## src/rtl/core/upq_pkg.sv

```systemverilog
`default_nettype none

package upq_pkg;

	localparam logic [1:0] OP_FEED  = 2'd0;
	localparam logic [1:0] OP_START = 2'd1;
	localparam logic [1:0] OP_READ  = 2'd2;

	localparam logic [1:0] RG_FILE  = 2'd0;
	localparam logic [1:0] RG_NAME  = 2'd1;
	localparam logic [1:0] RG_VALUE = 2'd2;

	localparam logic [1:0] PH_PREFIX = 2'd0;
	localparam logic [1:0] PH_FILE   = 2'd1;
	localparam logic [1:0] PH_NAME   = 2'd2;
	localparam logic [1:0] PH_VALUE  = 2'd3;

	localparam logic [2:0] ST_OK    = 3'd0;
	localparam logic [2:0] ST_FIN   = 3'd1;
	localparam logic [2:0] ST_BAD   = 3'd2;
	localparam logic [2:0] ST_OVF   = 3'd3;
	localparam logic [2:0] ST_WRONG = 3'd4;

	localparam logic [7:0] CH_LOW   = 8'h20;
	localparam logic [7:0] CH_HIGH  = 8'h7e;
	localparam logic [7:0] CH_SPACE = 8'h20;
	localparam logic [7:0] CH_QUEST = 8'h3f;
	localparam logic [7:0] CH_EQ    = 8'h3d;
	localparam logic [7:0] CH_AMP   = 8'h26;
	localparam logic [7:0] CH_PLUS  = 8'h2b;
	localparam logic [7:0] CH_DASH  = 8'h2d;
	localparam logic [7:0] CH_UNDER = 8'h5f;
	localparam logic [7:0] CH_DOT   = 8'h2e;
	localparam logic [7:0] CH_NUL   = 8'h00;

	localparam int PREFIX_LEN = 5;

	typedef struct packed {
		logic       wr_en;
		logic [1:0] wr_region;
		logic       rd_en;
		logic       rd_ok;
		logic [1:0] rd_region;
	} store_cmd_t;

	function automatic logic [7:0] prefix_char(input logic [2:0] idx);
		logic [7:0] c;
		case (idx)
			3'd0: c = 8'h47;
			3'd1: c = 8'h45;
			3'd2: c = 8'h54;
			3'd3: c = 8'h20;
			3'd4: c = 8'h2f;
			default: c = 8'h00;
		endcase
		return c;
	endfunction

	function automatic logic is_alnum_dot(input logic [7:0] c);
		return (c inside {[8'h30:8'h39], [8'h41:8'h5a], [8'h61:8'h7a], CH_DOT});
	endfunction

endpackage

`default_nettype wire

```

## src/rtl/core/upq_store.sv

```systemverilog
`default_nettype none

module upq_store #(
	parameter int FIELD_LEN = 16,
	parameter int MAX_PAIRS = 10,
	localparam int SLOT = FIELD_LEN + 1,
	localparam int DEPTH = MAX_PAIRS * SLOT,
	localparam int FW = $clog2(SLOT),
	localparam int AW = $clog2(DEPTH)
) (
	input  wire logic               clk,
	input  wire logic               arst_n,
	input  wire upq_pkg::store_cmd_t cmd,
	input  wire logic [FW-1:0]      fn_wr_idx,
	input  wire logic [AW-1:0]      pair_wr_addr,
	input  wire logic [7:0]         wr_data,
	input  wire logic [FW-1:0]      fn_rd_idx,
	input  wire logic [AW-1:0]      pair_rd_addr,
	output logic [7:0]              rd_data
);

	logic [7:0] fn_mem    [SLOT];
	logic [7:0] name_mem  [DEPTH];
	logic [7:0] value_mem [DEPTH];

	logic [7:0] fn_rd_q;
	logic [7:0] name_rd_q;
	logic [7:0] value_rd_q;
	logic [1:0] sel_q;
	logic       ok_q;

	always_ff @(posedge clk) begin
		if (cmd.wr_en && cmd.wr_region == upq_pkg::RG_FILE) begin
			fn_mem[fn_wr_idx] <= wr_data;
		end
		if (cmd.rd_en) begin
			fn_rd_q <= fn_mem[fn_rd_idx];
		end
	end

	always_ff @(posedge clk) begin
		if (cmd.wr_en && cmd.wr_region == upq_pkg::RG_NAME) begin
			name_mem[pair_wr_addr] <= wr_data;
		end
		if (cmd.rd_en) begin
			name_rd_q <= name_mem[pair_rd_addr];
		end
	end

	always_ff @(posedge clk) begin
		if (cmd.wr_en && cmd.wr_region == upq_pkg::RG_VALUE) begin
			value_mem[pair_wr_addr] <= wr_data;
		end
		if (cmd.rd_en) begin
			value_rd_q <= value_mem[pair_rd_addr];
		end
	end

	always_ff @(posedge clk or negedge arst_n) begin
		if (!arst_n) begin
			sel_q <= upq_pkg::RG_FILE;
			ok_q  <= 1'b0;
		end else if (cmd.rd_en) begin
			sel_q <= cmd.rd_region;
			ok_q  <= cmd.rd_ok;
		end
	end

	always_comb begin
		rd_data = 8'h00;
		if (ok_q) begin
			case (sel_q)
				upq_pkg::RG_FILE:  rd_data = fn_rd_q;
				upq_pkg::RG_NAME:  rd_data = name_rd_q;
				upq_pkg::RG_VALUE: rd_data = value_rd_q;
				default:           rd_data = 8'h00;
			endcase
		end
	end

endmodule

`default_nettype wire

```

## src/rtl/core/upq_ctrl.sv

```systemverilog
`default_nettype none

module upq_ctrl #(
	parameter int FIELD_LEN = 16,
	parameter int MAX_PAIRS = 10,
	localparam int SLOT = FIELD_LEN + 1,
	localparam int DEPTH = MAX_PAIRS * SLOT,
	localparam int FW = $clog2(SLOT),
	localparam int AW = $clog2(DEPTH),
	localparam int CW = (FW > 3) ? FW : 3,
	localparam int PW = $clog2(MAX_PAIRS + 1)
) (
	input  wire logic                clk,
	input  wire logic                arst_n,
	input  wire logic                fire,
	input  wire logic [1:0]          opcode,
	input  wire logic [7:0]          char_in,
	input  wire logic [1:0]          read_region,
	input  wire logic [3:0]          read_element,
	input  wire logic [4:0]          read_position,
	output upq_pkg::store_cmd_t      cmd,
	output logic [FW-1:0]            fn_wr_idx,
	output logic [AW-1:0]            pair_wr_addr,
	output logic [7:0]               wr_data,
	output logic [FW-1:0]            fn_rd_idx,
	output logic [AW-1:0]            pair_rd_addr,
	output logic [2:0]               status_d,
	output logic [3:0]               pair_count_d,
	output logic [1:0]               phase_d
);

	logic [1:0]    phase_q, phase_n;
	logic [CW-1:0] cp_q, cp_n;
	logic [PW-1:0] pi_q, pi_n;
	logic          wr_req;
	logic [1:0]    wr_region;
	logic          full_pairs;
	logic          cp_past;
	logic          cp_full;

	assign full_pairs = 32'(pi_q) >= MAX_PAIRS;
	assign cp_past    = 32'(cp_q) > FIELD_LEN;
	assign cp_full    = 32'(cp_q) >= FIELD_LEN;

	always_comb begin
		status_d  = upq_pkg::ST_OK;
		phase_n   = phase_q;
		cp_n      = cp_q;
		pi_n      = pi_q;
		wr_req    = 1'b0;
		wr_region = upq_pkg::RG_FILE;
		wr_data   = upq_pkg::CH_NUL;
		if (opcode == upq_pkg::OP_FEED && char_in >= upq_pkg::CH_LOW &&
				char_in <= upq_pkg::CH_HIGH) begin
			case (phase_q)
				upq_pkg::PH_PREFIX: begin
					if (32'(cp_q) >= upq_pkg::PREFIX_LEN ||
							char_in != upq_pkg::prefix_char(cp_q[2:0])) begin
						status_d = upq_pkg::ST_BAD;
					end else if (32'(cp_q) == upq_pkg::PREFIX_LEN - 1) begin
						cp_n    = '0;
						phase_n = upq_pkg::PH_FILE;
					end else begin
						cp_n = cp_q + CW'(1);
					end
				end
				upq_pkg::PH_FILE: begin
					wr_region = upq_pkg::RG_FILE;
					if (cp_past) begin
						status_d = upq_pkg::ST_OVF;
					end else if (char_in == upq_pkg::CH_SPACE) begin
						wr_req   = 1'b1;
						status_d = upq_pkg::ST_FIN;
					end else if (char_in == upq_pkg::CH_QUEST) begin
						wr_req  = 1'b1;
						cp_n    = '0;
						phase_n = upq_pkg::PH_NAME;
					end else if (cp_full) begin
						status_d = upq_pkg::ST_OVF;
					end else if (upq_pkg::is_alnum_dot(char_in)) begin
						wr_req  = 1'b1;
						wr_data = char_in;
						cp_n    = cp_q + CW'(1);
					end else begin
						status_d = upq_pkg::ST_WRONG;
					end
				end
				upq_pkg::PH_NAME: begin
					wr_region = upq_pkg::RG_NAME;
					if (full_pairs || cp_past) begin
						status_d = upq_pkg::ST_OVF;
					end else if (char_in == upq_pkg::CH_EQ) begin
						wr_req  = 1'b1;
						cp_n    = '0;
						phase_n = upq_pkg::PH_VALUE;
					end else if (cp_full) begin
						status_d = upq_pkg::ST_OVF;
					end else if (upq_pkg::is_alnum_dot(char_in) ||
							char_in == upq_pkg::CH_UNDER) begin
						wr_req  = 1'b1;
						wr_data = char_in;
						cp_n    = cp_q + CW'(1);
					end else begin
						status_d = upq_pkg::ST_WRONG;
					end
				end
				default: begin
					wr_region = upq_pkg::RG_VALUE;
					if (full_pairs || cp_past) begin
						status_d = upq_pkg::ST_OVF;
					end else if (char_in == upq_pkg::CH_SPACE) begin
						wr_req   = 1'b1;
						pi_n     = pi_q + PW'(1);
						status_d = upq_pkg::ST_FIN;
					end else if (char_in == upq_pkg::CH_AMP) begin
						wr_req  = 1'b1;
						cp_n    = '0;
						pi_n    = pi_q + PW'(1);
						phase_n = upq_pkg::PH_NAME;
					end else if (cp_full) begin
						status_d = upq_pkg::ST_OVF;
					end else if (upq_pkg::is_alnum_dot(char_in) ||
							char_in == upq_pkg::CH_DASH) begin
						wr_req  = 1'b1;
						wr_data = char_in;
						cp_n    = cp_q + CW'(1);
					end else if (char_in == upq_pkg::CH_PLUS) begin
						wr_req  = 1'b1;
						wr_data = upq_pkg::CH_SPACE;
						cp_n    = cp_q + CW'(1);
					end else begin
						status_d = upq_pkg::ST_WRONG;
					end
				end
			endcase
		end else if (opcode == upq_pkg::OP_START) begin
			phase_n = upq_pkg::PH_PREFIX;
			cp_n    = '0;
			pi_n    = '0;
		end
	end

	always_ff @(posedge clk or negedge arst_n) begin
		if (!arst_n) begin
			phase_q <= upq_pkg::PH_PREFIX;
			cp_q    <= '0;
			pi_q    <= '0;
		end else if (fire) begin
			phase_q <= phase_n;
			cp_q    <= cp_n;
			pi_q    <= pi_n;
		end
	end

	assign fn_wr_idx    = FW'(cp_q);
	assign pair_wr_addr = AW'(32'(pi_q) * SLOT + 32'(cp_q));
	assign fn_rd_idx    = FW'(read_position);
	assign pair_rd_addr = AW'(32'(read_element) * SLOT + 32'(read_position));

	always_comb begin
		cmd.wr_en     = fire && wr_req;
		cmd.wr_region = wr_region;
		cmd.rd_en     = fire;
		cmd.rd_region = read_region;
		cmd.rd_ok     = opcode == upq_pkg::OP_READ && 32'(read_position) <= FIELD_LEN &&
			(read_region == upq_pkg::RG_FILE ||
			((read_region == upq_pkg::RG_NAME || read_region == upq_pkg::RG_VALUE) &&
			32'(read_element) < MAX_PAIRS));
	end

	assign pair_count_d = 4'(pi_n);
	assign phase_d      = phase_n;

endmodule

`default_nettype wire

```

## src/rtl/core/http_get_url_query_parser.sv

```systemverilog
`default_nettype none

// channel  | valid        | ready        | word
// item     | item_valid   | item_ready   | opcode, char_in, read_region, read_element,
//          |              |              | read_position
// result   | result_valid | result_ready | status, pair_count, parse_phase, read_data
//
// One word per cycle while result_ready stays high; each result appears the cycle after its item is taken.
// Parse state sits in flops; the filename, name and value stores are memories
// with a registered read port, captured at the accept edge.
// No clearing pass: the stores are undefined until written.
// item_ready drops only while a result waits on result_ready.

module http_get_url_query_parser #(
	parameter int FIELD_LEN = 16,
	parameter int MAX_PAIRS = 10
) (
	input  wire logic       clk,
	input  wire logic       arst_n,
	input  wire logic       item_valid,
	output logic            item_ready,
	input  wire logic [1:0] opcode,
	input  wire logic [7:0] char_in,
	input  wire logic [1:0] read_region,
	input  wire logic [3:0] read_element,
	input  wire logic [4:0] read_position,
	output logic            result_valid,
	input  wire logic       result_ready,
	output logic [2:0]      status,
	output logic [3:0]      pair_count,
	output logic [1:0]      parse_phase,
	output logic [7:0]      read_data
);

	localparam int SLOT = FIELD_LEN + 1;
	localparam int FW = $clog2(SLOT);
	localparam int AW = $clog2(MAX_PAIRS * SLOT);

	upq_pkg::store_cmd_t cmd;
	logic          fire;
	logic [FW-1:0] fn_wr_idx;
	logic [AW-1:0] pair_wr_addr;
	logic [7:0]    wr_data;
	logic [FW-1:0] fn_rd_idx;
	logic [AW-1:0] pair_rd_addr;
	logic [2:0]    status_d;
	logic [3:0]    pair_count_d;
	logic [1:0]    phase_d;

	logic          valid_s1;
	logic          op_read_s1;
	logic [2:0]    status_s1;
	logic [3:0]    pair_count_s1;
	logic [1:0]    phase_s1;

	assign item_ready = !valid_s1 || result_ready;
	assign fire       = item_valid && item_ready;

	upq_ctrl #(
		.FIELD_LEN(FIELD_LEN),
		.MAX_PAIRS(MAX_PAIRS)
	) u_ctrl (
		.clk          (clk),
		.arst_n       (arst_n),
		.fire         (fire),
		.opcode       (opcode),
		.char_in      (char_in),
		.read_region  (read_region),
		.read_element (read_element),
		.read_position(read_position),
		.cmd          (cmd),
		.fn_wr_idx    (fn_wr_idx),
		.pair_wr_addr (pair_wr_addr),
		.wr_data      (wr_data),
		.fn_rd_idx    (fn_rd_idx),
		.pair_rd_addr (pair_rd_addr),
		.status_d     (status_d),
		.pair_count_d (pair_count_d),
		.phase_d      (phase_d)
	);

	upq_store #(
		.FIELD_LEN(FIELD_LEN),
		.MAX_PAIRS(MAX_PAIRS)
	) u_store (
		.clk         (clk),
		.arst_n      (arst_n),
		.cmd         (cmd),
		.fn_wr_idx   (fn_wr_idx),
		.pair_wr_addr(pair_wr_addr),
		.wr_data     (wr_data),
		.fn_rd_idx   (fn_rd_idx),
		.pair_rd_addr(pair_rd_addr),
		.rd_data     (read_data)
	);

	always_ff @(posedge clk or negedge arst_n) begin
		if (!arst_n) begin
			valid_s1 <= 1'b0;
		end else if (item_ready) begin
			valid_s1 <= item_valid;
		end
	end

	always_ff @(posedge clk) begin
		if (fire) begin
			op_read_s1    <= opcode == upq_pkg::OP_READ;
			status_s1     <= status_d;
			pair_count_s1 <= pair_count_d;
			phase_s1      <= phase_d;
		end
	end

	assign result_valid = valid_s1;
	assign status       = status_s1;
	assign pair_count   = pair_count_s1;
	assign parse_phase  = phase_s1;

	a_valid_from_accept: assert property (@(posedge clk) disable iff (!arst_n)
		$rose(result_valid) |-> $past(item_valid && item_ready))
		else $error("result appeared without an accepted word");

	a_data_only_on_read: assert property (@(posedge clk) disable iff (!arst_n)
		result_valid && !op_read_s1 |-> read_data == 8'h00)
		else $error("read_data nonzero for a non-read word");

	a_prefix_no_pairs: assert property (@(posedge clk) disable iff (!arst_n)
		result_valid && parse_phase == upq_pkg::PH_PREFIX |->
		pair_count == 4'd0 && status != upq_pkg::ST_FIN)
		else $error("prefix phase with pairs or finish");

endmodule

`default_nettype wire

```

## config.mk

```make
export PLATFORM = sky130hd
export DESIGN_NAME = http_get_url_query_parser
export DESIGN_NICKNAME = d
export VERILOG_FILES = /design/src/rtl/core/upq_pkg.sv /design/src/rtl/core/upq_store.sv /design/src/rtl/core/upq_ctrl.sv /design/src/rtl/core/http_get_url_query_parser.sv
export SDC_FILE = /design/constraint.sdc
export NUM_CORES = 2
export LEC_CHECK = 0
export ABC_AREA = 1
export BUFFER_PORTS_ARGS = -buffer_cell sky130_fd_sc_hd__buf_4
export CAP_MARGIN = 0
export CORE_MARGIN = 8
export CORE_UTILIZATION = 45
export DETAILED_ROUTE_END_ITERATION = 12
export PLACE_DENSITY_LB_ADDON = 0.12
export SLEW_MARGIN = 20
export SYNTH_ARGS = -nofsm -noshare
export SYNTH_HDL_FRONTEND = slang
export SYNTH_SLANG_ARGS = --single-unit
```

## constraint.sdc

```tcl
create_clock -name clk -period 21.3 [get_ports clk]
set_clock_uncertainty 0.15 [all_clocks]
set_input_delay 5.325 -clock clk [delete_from_list [all_inputs] [get_ports clk]]
set_output_delay 5.325 -clock clk [all_outputs]
set_load 0.02 [all_outputs]
```

==> summary.md <==
| Metric | Value |
|---|---|
| Power share of the combinational group | `0.131` |
| Final setup violation count | `0` |
| Crit path arrival time | `5700 ps` |
| Final TNS setup | `0 ps` |
| Clk_lat worst skew | `950 ps` |
| Post-DRT Antenna Nets | `0` |
| Relative slew slack | `0.09197` |
| Initial antenna violation count | `9` |
| Area grow syn2layout | `12.14%` |
| Crit path max fanout | `3` |
| Worst VDD drop | `0.08358 mV` |
| Cell Chain, Critical Path | `buf_4 > inv_1 > nand2_1 > buf_4` |
| Worst reg-to-reg path cell count | `14` |
| Largest stage delay, worst path | `160 ps` |
| Actual slew at the worst max-slew pin | `1362 ps` |
| Die extent in y | `530.1 um` |
| Avg WL per Cell | `25.04 um` |
| Gr usage total | `0.2429` |
| Delay-heaviest family, CP | `buffers and inverters` |
| DIE AREA | `0.2810 mm2` |
| Initial DRC Count | `8649` |
| DR vias/cell | `5.647` |
| Final Critical Period | `11180 ps` |
| Async SR Flop Fraction | `0.005165` |
| Share of layout cells above drive strength 1 | `0.06022` |
| Most used cell, CP | `buf_4` |
| Pwr/cell area | `99.18 mW/mm2` |
| Fmax | `89.47 MHz` |
| Clock network power share | `0.397` |
| Min-Delay Path Class | `reg -> reg` |
| Post-synth EDFFs | `2889` |
| RSZ-0062 raised after global routing | `no` |
| Resize count post-CTS | `0` |
| Internal cell power | `9.667 mW` |
| Sequential share of the synthesized area | `0.7325` |
| Detailed placement HPWL | `198100 um` |
| Crit path buffers/inverters | `3` |
| Status | `finished clean` |
| Tcrit/Tclk final | `0.5248` |
| Syn avg cell area | `11.77 um2` |
| Io pins | `44` |
| Clock tree sinks | `2904` |
| Yosys reg bits | `2904` |
| Critical path endpoint category | `output port` |
| First-pass GRT wire length | `514500 um` |
| Maxcap violations | `0` |
| Core area | `0.2627 mm2` |
| Hold path depth | `2` |
| DRT Pass-1 Iters | `6` |
| Routed vias | `79.20k` |
| TritonCTS clock tree | `yes` |
| Final RePlAce weighted congestion | `0.8476` |
| Synth warnings | `0` |
| Synth Cell Area | `0.1189 mm2` |
| Leak pwr | `49.37 nW` |
| Prevailing post-synth register cell | `edfxtp_1` |
| Slowest CP cell | `buf_4` |
| # DRC | `0` |
| TritonCTS buffer count | `324` |
| Switching share of total power | `0.2692` |
| Final core occ | `0.5076` |
| Post-CTS Hold Buffers | `0` |
| Post-route non-filler standard cell count | `14.03k` |
| Part of the power in registers | `0.472` |
| Final hold violation count | `0` |
| Final #Nets | `10.33k` |
| GRT overflow | `0` |
| Placed cells | `13.46k` |
| Clk pin slew, worst setup/hold paths | `60 ps` |
| Num rows | `188` |
| Final WL | `351200 um` |
| Crit. path cell count | `4` |
| PortBufs | `43` |
| Post-CTS Setup Repair Bufs | `0` |
| Post-Synthesis Cells | `10.10k` |
| Crit path required time | `15830 ps` |
| Clock Path Buffers | `4` |
| Tot Pwr | `13.23 mW` |
| Switching power | `3.562 mW` |
| Worst setup SP type | `primary input` |
| Vias in the first global route | `75.27k` |
| Die Width | `530.1 um` |
| Root buf cell | `clkbuf_16` |
| Largest net degree at the start of global routing | `178` |
| Post-synth cell types | `42` |
| Final slew viol count | `0` |
| Initial core utilization | `0.4527` |
| Setup CP Type | `in -> out` |
| H-tree Lvls | `5` |
[synthesized netlist by cell type, types with 11 or more instances]
| library cell | n | area [um2] |
|---|---|---|
| buf_6 | 21 | 236.5 |
| inv_1 | 167 | 626.9 |
| nor2_1 | 1118 | 4197 |
| a21oi_1 | 142 | 710.7 |
| o221ai_1 | 29 | 254.0 |
| nand3_1 | 1475 | 7382 |
| nand2_1 | 2372 | 8904 |
| buf_1 | 104 | 390.4 |
| edfxtp_1 | 2889 | 86750 |
| nor3_1 | 16 | 80.08 |
| xor2_1 | 13 | 113.9 |
| dfrtp_1 | 15 | 375.4 |
| o22ai_1 | 299 | 1871 |
| clkbuf_1 | 456 | 1712 |
| ha_1 | 27 | 337.8 |
| o31ai_1 | 11 | 82.58 |
| buf_2 | 99 | 495.5 |
| o21ai_0 | 790 | 3954 |
[power by group through the flow]
| stage | clock network (mW) | registers (mW) | logic (mW) |
|---|---|---|---|
| 2_1_floorplan | 0 | 6.34 | 1.01 |
| 3_3_place_gp | 0 | 6.37 | 1.71 |
| 3_5_place_dp | 0 | 6.37 | 1.71 |
| 4_1_cts | 5.32 | 6.25 | 1.72 |
| 5_1_grt | 5.52 | 6.25 | 1.85 |
| 6_report | 5.25 | 6.25 | 1.73 |
[worst register-to-register path, cell delays in order, from the launching register on]
cell and delay, ps:
dfrtp_1 470, inv_1 120, ha_1 310, nand2_2 150, o21ai_2 250, nand2_1 170
nor2_1 170, nand3_1 100, nand3_1 120, nand2_1 220, nor3_2 260, buf_4 840
buf_4 540, buf_4 710, buf_4 910
[registers in the layout, summed over array words and instances (netlist names), 2 cells and up]
name                flops
u_store.fn_rd_q         8
u_store.name_rd_q       8
u_store.value_rd_q      8
u_store.fn_mem        136
u_store.value_mem    1360
pair_count              4
u_ctrl.phase_q          2
status                  3
u_store.sel_q           2
u_ctrl.fn_wr_idx        5
u_ctrl.pi_q             4
parse_phase             2
u_store.name_mem     1360
[layout make-up]
cell class / instances / area (um2)
timing repair buffer: 170 / 1464
clock buffer: 394 / 8434
antenna: 15 / 37.54
multi-input combinational: 6699 / 29960
sequential: 2904 / 87130
fill: 23038 / 129400
tap: 3515 / 4398
inverter: 174 / 683.2
clock inverter: 154 / 1270
[cells in the final DEF, fill, tap and decap left out, drive strengths merged, types with 15 or more instances in the layout]
cell    count
dfrtp      15
diode      15
o221ai     29
clkbuf    394
buf       170
a21oi     143
inv       176
edfxtp   2889
conb      357
ha         27
o21ai     792
nor2     1120
o22ai     299
clkinv    127
nand3    1478
nor3       16
nand2    2374
bufinv     20
[stage by stage]
| step | cell area, um2 | setup slack, ps | hold WS [ps] |
|---|---|---|---|
| 4_1_cts | 133300 | 10120 | 383.7 |
| 5_1_grt | 133300 | 10070 | 414.0 |
| 6_report | 133400 | 10120 | 381.0 |
| 2_1_floorplan | 120300 | -1482 | 325.0 |
| 3_3_place_gp | 123600 | 9651 | 360.9 |
| 3_5_place_dp | 123600 | 9610 | 368.9 |
[layer usage]
layer | part of all wire | global-route usage | wire length (um)
met3 | 0.073 | 0.03867 | 25670
met1 | 0.43 | 0.3475 | 151600
met2 | 0.46 | 0.3819 | 161000
met4 | 0.037 | 0.08103 | 12820
met5 | 0.00013 | 0 | 46
[cell families (layout without fill, tap and decap cells)]
kind of cell	after synthesis	count (layout)	share of synthesized area
simple gates	4998	4998	0.1739
flops	2904	2904	0.7325
compound gates	1299	1299	0.05970
buf+inv	856	892	0.02945
fa+ha+maj	29	29	0.003177
xor+xnor	16	16	0.001178
other cells	1	372	0.00003153
[worst paths after layout]
kind | start | end | slack [ps]
worst max-delay path | result_ready | item_ready | 10120
worst min-delay path | result_valid | result_valid | 380
worst max register to register | u_ctrl.fn_wr_idx[0] | u_store.name_mem[9][4] | 15350
worst min register to register | result_valid | result_valid | 380
max in group asynchronous | arst_n | u_ctrl.fn_wr_idx[1] | 16720
min in group asynchronous | arst_n | u_ctrl.pi_q[2] | 4080
No activity file was read; power rests on OpenSTA's default activity.
